--- config.mk ---
export PLATFORM = sky130hd
export DESIGN_NAME = ntbi_ctrl
export DESIGN_NICKNAME = d
export VERILOG_FILES = /design/src/design/ntbi_pkg.sv /design/src/design/ntbi_ctrl.sv
export SDC_FILE = /design/constraint.sdc
export NUM_CORES = 1
export LEC_CHECK = 0
export BUFFER_PORTS_ARGS = -buffer_cell sky130_fd_sc_hd__buf_2
export CORE_UTILIZATION = 40
export CTS_CLUSTER_SIZE = 14
export DETAILED_ROUTE_END_ITERATION = 12
export PLACE_DENSITY = 0.66
export SYNTH_ARGS = -nofsm -noshare
export SYNTH_HDL_FRONTEND = slang
export SYNTH_SLANG_ARGS = --single-unit
export TNS_END_PERCENT = 20
--- constraint.sdc ---
create_clock -name clk -period 4.7 [get_ports clk]
set_clock_uncertainty 0.1 [all_clocks]
set_input_delay 0.705 -clock clk [delete_from_list [all_inputs] [get_ports clk]]
set_output_delay 0.705 -clock clk [all_outputs]
set_load 0.02 [all_outputs]
--- src/design/ntbi_pkg.sv ---
package ntbi_pkg;

  // Table geometry and field widths.
  localparam int TABLE_DIM  = 7;
  localparam int NUM_TABLES = 32;
  localparam int VAL_W      = 32;
  localparam int TAB_W      = 5;
  localparam int POS_W      = 3;
  localparam int SEG_W      = 3;
  localparam int AX_DEPTH   = NUM_TABLES * TABLE_DIM;
  localparam int AX_AW      = $clog2(AX_DEPTH);
  localparam int GRID_DEPTH = AX_DEPTH * TABLE_DIM;
  localparam int GRID_AW    = $clog2(GRID_DEPTH);

  // Arithmetic widths: magnitudes, products and the wide accumulator.
  localparam int MAG_W  = 32;
  localparam int PROD_W = 2 * MAG_W;
  localparam int ACC_W  = 100;

  // Sequencer step counts.
  localparam int CNT_W      = 6;
  localparam int FETCH_LAST = 6;
  localparam int MUL_TERMS  = 16;
  localparam int MUL_LAST   = 17;
  localparam int DIV_LAST   = MAG_W;

  localparam logic [VAL_W-1:0] VAL_MAX = 32'h7FFF_FFFF;
  localparam logic [VAL_W-1:0] VAL_MIN = 32'h8000_0000;

  typedef enum logic [1:0] {
    FUNC_SLEW  = 2'd0,
    FUNC_LOAD  = 2'd1,
    FUNC_GRID  = 2'd2,
    FUNC_QUERY = 2'd3
  } func_t;

  typedef enum logic [3:0] {
    ST_IDLE,
    ST_SCAN,
    ST_FIX,
    ST_FETCH,
    ST_PREP,
    ST_MUL,
    ST_DIV_INIT,
    ST_DIV,
    ST_DONE
  } state_t;

  typedef enum logic [2:0] {
    MOP_NONE,
    MOP_MUL_D,
    MOP_MUL_LO,
    MOP_MUL_HI,
    MOP_ACC_HI,
    MOP_MUL_DEN
  } mop_t;

  typedef struct packed {
    logic             wr_en;
    logic             load_q;
    logic             scan_rd;
    logic             scan_proc;
    logic             seg_fix;
    logic             fetch_cap;
    logic             prep;
    mop_t             mop;
    logic [1:0]       term;
    logic             div_init;
    logic             div_step;
    logic             out_load;
    logic [CNT_W-1:0] idx;
  } dp_cmd_t;

  typedef struct packed {
    logic tab_bad;
    logic degen;
  } dp_stat_t;

endpackage

--- src/design/ntbi_ctrl.sv ---
module ntbi_ctrl (
  input  logic                clk,
  input  logic                rst_n,
  input  logic                in_valid,
  input  logic [1:0]          in_func,
  output logic                in_ready,
  output logic                out_valid,
  input  logic                out_ready,
  input  ntbi_pkg::dp_stat_t  stat,
  output ntbi_pkg::dp_cmd_t   cmd
);

  ntbi_pkg::state_t               state_r, state_nxt;
  logic [ntbi_pkg::CNT_W-1:0]     cnt_r, cnt_nxt;
  logic                           out_valid_r, out_valid_nxt;
  logic                           is_query;
  logic                           slot_free;

  assign is_query  = (in_func == ntbi_pkg::FUNC_QUERY);
  assign slot_free = !out_valid_r || out_ready;

  // Next state.
  always_comb begin
    state_nxt = state_r;
    unique case (state_r)
      ntbi_pkg::ST_IDLE: begin
        if (in_valid && is_query) begin
          state_nxt = stat.tab_bad ? ntbi_pkg::ST_DONE : ntbi_pkg::ST_SCAN;
        end
      end
      ntbi_pkg::ST_SCAN: begin
        if (cnt_r == ntbi_pkg::CNT_W'(ntbi_pkg::TABLE_DIM)) state_nxt = ntbi_pkg::ST_FIX;
      end
      ntbi_pkg::ST_FIX: state_nxt = ntbi_pkg::ST_FETCH;
      ntbi_pkg::ST_FETCH: begin
        if (cnt_r == ntbi_pkg::CNT_W'(ntbi_pkg::FETCH_LAST)) state_nxt = ntbi_pkg::ST_PREP;
      end
      ntbi_pkg::ST_PREP: begin
        state_nxt = stat.degen ? ntbi_pkg::ST_DONE : ntbi_pkg::ST_MUL;
      end
      ntbi_pkg::ST_MUL: begin
        if (cnt_r == ntbi_pkg::CNT_W'(ntbi_pkg::MUL_LAST)) state_nxt = ntbi_pkg::ST_DIV_INIT;
      end
      ntbi_pkg::ST_DIV_INIT: state_nxt = ntbi_pkg::ST_DIV;
      ntbi_pkg::ST_DIV: begin
        if (cnt_r == ntbi_pkg::CNT_W'(ntbi_pkg::DIV_LAST)) state_nxt = ntbi_pkg::ST_DONE;
      end
      ntbi_pkg::ST_DONE: begin
        if (slot_free) state_nxt = ntbi_pkg::ST_IDLE;
      end
      default: state_nxt = ntbi_pkg::ST_IDLE;
    endcase
  end

  // Step counter restarts on every state change.
  assign cnt_nxt = (state_nxt != state_r) ? '0 : cnt_r + ntbi_pkg::CNT_W'(1);

  // Commands to the datapath.
  always_comb begin
    cmd           = '0;
    cmd.mop       = ntbi_pkg::MOP_NONE;
    cmd.idx       = cnt_r;
    cmd.term      = cnt_r[3:2];
    in_ready      = 1'b0;
    unique case (state_r)
      ntbi_pkg::ST_IDLE: begin
        in_ready   = 1'b1;
        cmd.wr_en  = in_valid && !is_query;
        cmd.load_q = in_valid && is_query;
      end
      ntbi_pkg::ST_SCAN: begin
        cmd.scan_rd   = (cnt_r < ntbi_pkg::CNT_W'(ntbi_pkg::TABLE_DIM));
        cmd.scan_proc = (cnt_r != '0);
      end
      ntbi_pkg::ST_FIX:   cmd.seg_fix = 1'b1;
      ntbi_pkg::ST_FETCH: cmd.fetch_cap = (cnt_r != '0);
      ntbi_pkg::ST_PREP:  cmd.prep = 1'b1;
      ntbi_pkg::ST_MUL: begin
        if (cnt_r < ntbi_pkg::CNT_W'(ntbi_pkg::MUL_TERMS)) begin
          case (cnt_r[1:0])
            2'd0:    cmd.mop = ntbi_pkg::MOP_MUL_D;
            2'd1:    cmd.mop = ntbi_pkg::MOP_MUL_LO;
            2'd2:    cmd.mop = ntbi_pkg::MOP_MUL_HI;
            default: cmd.mop = ntbi_pkg::MOP_ACC_HI;
          endcase
        end else if (cnt_r == ntbi_pkg::CNT_W'(ntbi_pkg::MUL_TERMS)) begin
          cmd.mop = ntbi_pkg::MOP_MUL_DEN;
        end
      end
      ntbi_pkg::ST_DIV_INIT: cmd.div_init = 1'b1;
      ntbi_pkg::ST_DIV:      cmd.div_step = 1'b1;
      ntbi_pkg::ST_DONE:     cmd.out_load = slot_free;
      default: ;
    endcase
  end

  // Result word handshake.
  always_comb begin
    if (cmd.out_load) out_valid_nxt = 1'b1;
    else if (out_ready) out_valid_nxt = 1'b0;
    else out_valid_nxt = out_valid_r;
  end

  assign out_valid = out_valid_r;

  always_ff @(posedge clk) begin
    if (!rst_n) begin
      state_r     <= ntbi_pkg::ST_IDLE;
      cnt_r       <= '0;
      out_valid_r <= 1'b0;
    end else begin
      state_r     <= state_nxt;
      cnt_r       <= cnt_nxt;
      out_valid_r <= out_valid_nxt;
    end
  end

endmodule

Word level (Yosys, flattened, before mapping)

Index checks and enable logic that the tools add are counted.
W data, S select, Z words.

Reductions and logical operators: 10
Mux-type cells: 24
$lt $le $gt $ge: 2
Equality and inequality tests: 17
Shifts and indexed selects: 0
Multipliers: 0
Bitwise logic cells: 1
Add/subtract/negate cells: 1
Divide/modulo/power cells: 0

Operators by type and width:

| operator              | number |
|---|---|
| $pmux W4 S9           | 1 |
| $mux W4               | 8 |
| $eq A4 B3 Y1 const B  | 4 |
| $eq A6 B3 Y1 const B  | 2 |
| $eq A6 B5 Y1 const B  | 2 |
| $mux W1               | 9 |
| $mux W3               | 3 |
| $pmux W3 S3           | 1 |
| $eq A4 B2 Y1 const B  | 2 |
| $add A6 B1 Y6 const B | 1 |
| $eq A6 B6 Y1 const B  | 1 |
| $lt A6 B3 Y1 const B  | 1 |
| $lt A6 B5 Y1 const B  | 1 |
| $reduce_bool A6 Y1    | 1 |
| $eq A2 B2 Y1 const B  | 2 |
| $eq A4 B1 Y1 const B  | 1 |
| $eq A4 B4 Y1 const B  | 1 |
| $logic_not A4 Y1      | 1 |
| $mux W2               | 2 |
| $ne A4 B4 Y1          | 1 |
| $eq A2 B1 Y1 const B  | 1 |
| $logic_and A1 B1 Y1   | 2 |
| $logic_not A1 Y1      | 2 |
| $logic_not A2 Y1      | 1 |
| other kinds (4)       | 4 |

Bits in writable memories: 0
Logic and storage cells: 58
Memory bits (read-only): 0
Flip-flop bits (word level): 11
Latch bits: 0
Output and inout bits: 23
Memories: 0

Longest topological paths before layout

Gate-level depths: netlist (run 1).

Depth in word-level cells: 6
Mapped depth: 7
Mapped depth without buffers: 7

Worst setup path before layout (run 1)

No wires, ideal clock.

Path kind: register to output
From: reg state_r[1]
To: out cmd[20] in the netlist's numbering
Buffers on the path: 0
Data arrival time: 1.652 ns
Slack: 2.243 ns
Stages on the path, launching flop included: 4
Path through: dfxtp_1 > nor4_1 > nand2_1 > a21oi_1

RTL lines:

| what                   | line             | source |
|---|---|---|
| start, declared        | ntbi_ctrl.sv:13  | `ntbi_pkg::state_t state_r, state_nxt;` |
| start signal, assigned | ntbi_ctrl.sv:108 | `state_r <= ntbi_pkg::ST_IDLE;` |
| start signal, assigned | ntbi_ctrl.sv:112 | `state_r <= state_nxt;` |
| end, declared          | ntbi_ctrl.sv:10  | `output ntbi_pkg::dp_cmd_t cmd` |

==> results of run 1 <==
state kept, by name, indices dropped and copies added (netlist names):
signal	cells
out_valid	1
state_r	4
cnt_r	6
cell type report:
cell class                      count  area (sq um)
Fill cell                         207           988
Multi-Input combinational cell     94           619
Sequential cell                    11           220
Timing Repair Buffer               30           150
Tap cell                           27          33.8
Clock buffer                        3          22.5
Inverter                            6          22.5
Clock inverter                      1          5.00
placed cells by master (no fill, tap or decap), types with 2 or more instances in the layout:
cell	count
ha_1	5
nand4_1	2
and3_1	2
buf_2	30
nor3b_1	5
nor4b_1	2
o21ai_0	3
nand2_1	9
xnor2_1	2
nor2b_1	3
nor3_1	10
nor4_1	2
a21oi_1	6
dfxtp_1	11
nand3_1	4
xor2_1	2
nand2b_1	7
clkbuf_4	3
nor2_1	13
inv_1	6
routing by layer:
metal | global-route usage | vias to the layer above
li1 | - | 479
met1 | 0.278 | 440
met2 | 0.304 | 26
met3 | 0.0278 | 3
met4 | 0.0714 | 0
met5 | 0 | -
power by group through the flow:
| stage | clock [mW] | combinational, mW | sequential, mW |
|---|---|---|---|
| 3_3_place_gp | 0 | 0.0416 | 0.104 |
| 2_1_floorplan | 0 | 0.0280 | 0.105 |
| 4_1_cts | 0.0687 | 0.0424 | 0.102 |
| 5_1_grt | 0.0754 | 0.0473 | 0.103 |
| 3_5_place_dp | 0 | 0.0419 | 0.104 |
| 6_report | 0.0680 | 0.0423 | 0.102 |
cell families (layout without fill, tap and decap cells):
family / Yosys count / after routing
AND/OR/NAND/NOR: 66 / 66
AO/OA/AOI/OAI: 19 / 19
buffers and inverters: 15 / 40
flip-flops: 11 / 11
adder cells (fa/ha/maj): 5 / 5
XOR/XNOR: 4 / 4
critical path, delay by kind of cell (launching register included):
kind | cells | cell delay [ps]
DFF | 1 | 380
adders and majority gates | 1 | 160
buffers and inverters | 2 | 270
and+or+nand+nor | 3 | 910
stage by stage:
stage	setup slack, ps	hold WS, ps	power [mW]	cells
4_1_cts	1900	447	0.213	172
5_1_grt	1650	456	0.225	172
6_report	1890	454	0.213	172
3_5_place_dp	2220	427	0.146	168
3_3_place_gp	2290	384	0.145	168
2_1_floorplan	2240	453	0.133	120
final timing paths:
check	from	end	slack (ps)	depth (start not counted)
worst min-delay path	cnt_r[0]$_SDFF_PP0_	cnt_r[0]$_SDFF_PP0_	450	1
worst max-delay path	cnt_r[0]$_SDFF_PP0_	cmd[15]	1890	6
worst max register to register	cnt_r[0]$_SDFF_PP0_	cnt_r[0]$_SDFF_PP0_	2420	7
worst min register to register	cnt_r[0]$_SDFF_PP0_	cnt_r[0]$_SDFF_PP0_	450	1
==> summary.txt, run 1 <==
Drt
  – Post-route ant nets: 0
  – Via/cell ratio: 5.51
  – Iteration-0 DRC Markers: 16
  – Met2 WL: 1050 um
  – WL final: 2250 um
  – Pre-antenna DRT Iters: 4
  – M1 WL: 1090 um
  – Vias: 948
  – Remaining DRCs: 0
  – Max Used Layer: met4
  – Routed WL per cell: 13.1 um
  – Routed met3 length: 86 um

Timing
  – RSZ-0062 raised after global routing: no
  – Final TNS setup: 0 ps
  – Worst-margin pin slew: 602 ps
  – Max frequency: 0.356 GHz
  – Minimum clock period: 2810 ps
  – Final hold violations: 0
  – Rel. slew slack: 0.598
  – Max-slew violations: 0
  – Tcrit/Tclk final: 0.597
  – Setup violators final: 0

CTS
  – Setup bufs post-CTS: 0
  – H-tree levels: 1
  – Sink Count: 11
  – Num CTS Buffers: 3
  – Reg clk slew, reported paths: 80 ps
  – Post_cts resized: 0
  – Clk_lat worst skew: 280 ps
  – Clk root buf: clkbuf_4
  – Hold buffer count at CTS: 0
  – CTS Buffer Depth: 2
  – TritonCTS clock tree: yes

Logic synthesis
  – Synth Cell Area: 916 sq um
  – Synth Register Bits: 11
  – Async S/R FF share, synth: 0
  – Syn_nets: 133
  – Adder-cell share of the synthesized area: 0.0683
  – Synth Flop Type: dfxtp_1
  – Largest cells by area after synthesis: dfxtp_1 (24%), ha_1 (6.8%), nor3_1 (5.5%)
  – Sequential share of the synthesized area: 0.240
  – Post-synthesis mux area share: 0
  – Mean Syn Cell Area: 7.63 sq um
  – Post-synthesis xor/xnor area fraction: 0.0383
  – Largest family of logic cells by synthesized area: simple AND/OR/NAND/NOR gates
  – Synth area leader: dfxtp_1
  – Yosys top cell area share: 0.240
  – Top cells by count, synth: nor2_1 (13), dfxtp_1 (11), nor3_1 (10), nand2_1 (9), nand2b_1 (7)
  – Cells after synthesis: 120
  – Synth Area in Simple Gates: 0.426
  – EDFF count, synth: 0
  – Cell with the most instances after synthesis: nor2_1
  – Warnings, synthesis: 0
  – Post-synthesis compound-gate area fraction: 0.143
  – Distinct cell type count after synthesis: 39

Critical path
  – Critical path endpoint category: output pin
  – Slowest Stage Delay on Critical Path: 510 ps
  – Crit-path max FO: 7
  – Most used cell, CP: nor3b_1
  – CP Launch Type: flop
  – CP Cell Sequence: inv_1, ha_1, nor3b_1, nor3b_1, nor3_1, buf_2
  – Critical Path RT: 3890 ps
  – Critical path class: flop to output pin
  – Worst Path Arrival: 2000 ps
  – Slowest cell on crit path: nor3b_1

Finish
  – Post-Route Utilization: 0.521
  – Area delta synth->final: 17.2%
  – Final #Nets: 159
  – Finished Cell Area: 1070 sq um
  – ANT cells: 0
  – Ratio of cells with drive above 1 in the final layout: 0.276

Power
  – PD cells: 198 nW/um^2
  – Leak: 0.471 nW
  – Sw Share: 0.321
  – Clock network fraction of total power: 0.320
  – Internal power: 0.144 mW
  – Sequential share of power: 0.481
  – Maximum vdd drop: 117 uV
  – Comb pwr share: 0.199
  – Sw power: 0.0682 mW

Place
  – PortBufs: 30
  – Placed cell areas: 1050 sq um
  – HPWL after DPL: 1710 um
  – Routability Congestion: 0.857

Hold path
  – HP Class: flop to flop

Floorplan
  – Horiz. Die Dim: 49.9 um
  – Ports: 31
  – Initial Utilization: 0.444
  – Core footprint: 2060 sq um
  – DIE AREA: 2490 sq um
  – Die height: 49.9 um
  – Num rows: 16

Run status
  – Status: complete, no violations

Global route
  – Total GRT Usage: 0.198
  – First-pass GRT wire length: 3730 um
  – Initial antenna violation count: 0
  – GRT overflow: 0
  – Largest net degree at the start of global routing: 18
  – Vias in the first global route: 817

Run
  – Max Cap Violations: 0
Power figures use the tool's default switching activity.
==> inputs of run 2 (changes only) <==
ABC_AREA = 1   (was unset)
PLACE_DENSITY = unset   (was 0.66)
clock period = 2.6 ns   (was 4.7 ns; I/O delays follow)
==> summary.txt, run 2 <==
Finish
  – Most common cell after layout, fill and taps aside: buf_2
  – Fillcell total: 242 (+17%)
  – ANT cells: 0 (unchanged)
  – Most frequent cells in the layout: buf_2 (30), nand2_1 (28), nor2_1 (20)
  – Area delta synth->final: 18.4%
  – Fin cells: 219 (+27%)
  – Register area: 220 sq um (unchanged)
  – Area taken by multi-input logic gates: 673 sq um (+8.7%)
  – Post-Route Utilization: 0.523 (+0.00284)
  – Reg with most FFs: cnt_r
  – Max FFs per register: 6 (unchanged)
  – Finished Cell Area: 1210 sq um (+13%)
  – Final #Nets: 205 (+29%)
  – Ratio of cells with drive above 1 in the final layout: 0.382 (+0.106)

Critical path
  – Crit-path max FO: 7 (unchanged)
  – Critical Path RT: 2110 ps (-1780 ps)
  – CP Launch Type: flop
  – Slowest cell on crit path: dfxtp_1
  – Slowest Stage Delay on Critical Path: 480 ps (-30 ps)
  – WP buf/inv: 3 (+1)
  – CP Cell Sequence: inv_1, ha_1, inv_1, nor3_1, buf_2
  – Worst Path Arrival: 1590 ps (-410 ps)
  – Critical path class: flop to output pin
  – Critical path endpoint category: output pin
  – Worst path top cell family by delay: flip-flops
  – Most used cell, CP: inv_1

Floorplan
  – Ports: 31 (unchanged)
  – Num rows: 17 (+1)
  – Die height: 52.6 um (+5.5%)
  – Horiz. Die Dim: 52.6 um (+5.5%)
  – DIE AREA: 2770 sq um (+11%)
  – Core footprint: 2320 sq um (+12%)
  – Initial Utilization: 0.442 (-0.00219)

Drt
  – Routed WL per cell: 11.5 um (-12%)
  – Via/cell ratio: 5.01 (-9.0%)
  – Iteration-0 DRC Markers: 46 (+30)
  – Pre-antenna DRT Iters: 4 (unchanged)
  – Remaining DRCs: 0 (unchanged)
  – Vias: 1,098 (+16%)
  – Post-route ant nets: 0 (unchanged)
  – WL final: 2520 um (+12%)

Place
  – HPWL after DPL: 2080 um (+22%)
  – Cells after DPL: 215 (+28%)
  – PortBufs: 30 (unchanged)
  – Worst slack, placed: 838 ps (-1380 ps)
  – Routability Congestion: 0.886 (+3.5%)
  – Placed cell areas: 1190 sq um (+14%)

Run status
  – Status: complete, no violations

Logic synthesis
  – Syn_nets: 173 (+30%)
  – Warnings, synthesis: 0 (unchanged)
  – Synth Cell Area: 1020 sq um (+12%)
  – Sequential share of the synthesized area: 0.215 (-0.0255)
  – Top cells by count, synth: nand2_1 (28), nor2_1 (20), nand3_1 (19), inv_1 (17), inv_2 (12)
  – Yosys top cell area share: 0.215 (-0.0255)
  – Synth area leader: dfxtp_1
  – Largest cells by area after synthesis: dfxtp_1 (21%), nand2_1 (10%), nand3_1 (9.3%)
  – Cell with the most instances after synthesis: nand2_1
  – Synth Register Bits: 11 (unchanged)
  – EDFF count, synth: 0 (unchanged)
  – Async S/R FF share, synth: 0 (unchanged)
  – Mean Syn Cell Area: 6.40 sq um (-16%)
  – Distinct cell type count after synthesis: 24 (-38%)
  – Synth Flop Type: dfxtp_1
  – Cells after synthesis: 160 (+33%)

Power
  – Leak: 0.654 nW (+39%)
  – Tot Pwr: 0.482 mW (+130%)
  – PD cells: 397 nW/um^2 (+100%)
  – Maximum vdd drop: 308 uV (+160%)

CTS
  – Hold buffer count at CTS: 0 (unchanged)
  – Setup bufs post-CTS: 0 (unchanged)
  – Clk root buf: clkbuf_4
  – Post_cts resized: 0 (unchanged)
  – Reg clk slew, reported paths: 70 ps (about the same)
  – CTS Buffer Depth: 2 (unchanged)
  – TritonCTS clock tree: yes
  – Num CTS Buffers: 3 (unchanged)
  – Clk_lat worst skew: 260 ps (-20 ps)
  – Sink Count: 11 (unchanged)
  – H-tree levels: 1 (unchanged)

Global route
  – Largest net degree at the start of global routing: 9 (-9)
  – Met1 GRT Util: 0.262 (-0.0166)
  – Global Route met2 Usage: 0.327 (+0.0230)
  – First-pass GRT wire length: 4140 um (+11%)
  – GRT overflow: 0 (unchanged)
  – Met3 Use GR: 0.0203 (-0.00749)
  – Total GRT Usage: 0.198 (+0.000394)
  – Vias in the first global route: 999 (+22%)
  – Initial antenna violation count: 0 (unchanged)
  – Most Crowded Layer GR: met2

Timing
  – RSZ-0062 raised after global routing: no
  – Minimum clock period: 2080 ps
  – Worst-margin pin slew: 367 ps (-235 ps)
  – Setup violators final: 0 (unchanged)
  – Tcrit/Tclk final: 0.798
  – Rel. slew slack: 0.755 (+0.157)
  – Max frequency: 0.482 GHz
  – Final TNS setup: 0 ps (unchanged)
  – Hold slack final: 277 ps (-177 ps)
  – Final hold violations: 0 (unchanged)
  – Fin worst setup slack: 525 ps (-1370 ps)
  – Max-slew violations: 0 (unchanged)

Hold path
  – HP Class: input pin to flop

Run
  – Max Cap Violations: 0 (unchanged)
-- run 2: path summary, 6_finish.rpt --
path	to	slack, ps	depth (start not counted)	startpoint
worst min register to register	out_valid$_SDFFE_PN0P_	490	4	out_valid$_SDFFE_PN0P_
worst max register to register	cnt_r[4]$_SDFF_PP0_	780	11	cnt_r[0]$_SDFF_PP0_
worst min-delay path	state_r[0]$_SDFF_PN0_	280	3	rst_n
worst max-delay path	cmd[12]	520	5	cnt_r[0]$_SDFF_PP0_
-- run 2: layout make-up --
class	instances	area share
Sequential cell	11	0.181
Clock buffer	4	0.0216
Tap cell	28	0.0289
Timing Repair Buffer	30	0.124
Inverter	29	0.0897
Multi-Input combinational cell	117	0.555
-- run 2: kinds of logic after synthesis --
| logic type | synth area share |
|---|---|
| AO/OA/AOI/OAI | 0.0391 |
| adder cells (fa/ha/maj) | 0.0611 |
| AND/OR/NAND/NOR | 0.523 |
| flip-flops | 0.215 |
| buffers and inverters | 0.128 |
| XOR/XNOR | 0.0342 |
-- run 2: where the power goes --
part / internal, mW / total (mW) / switching (mW)
registers: 0.178 / 0.197 / 0.0185
logic: 0.0567 / 0.170 / 0.113
clock network: 0.0593 / 0.116 / 0.0564
total: 0.294 / 0.482 / 0.188
-- run 2: per-layer routing --
layer	part of all wire	vias to the layer above
met2	0.46	28
met4	0.0067	0
met5	0	-
met1	0.50	501
li1	-	565
met3	0.036	4
-- run 2: tightest hold or removal path: cells and delay by family --
family	cells	cell delay, ps
AND/OR/NAND/NOR	1	60
buffers and inverters	2	160
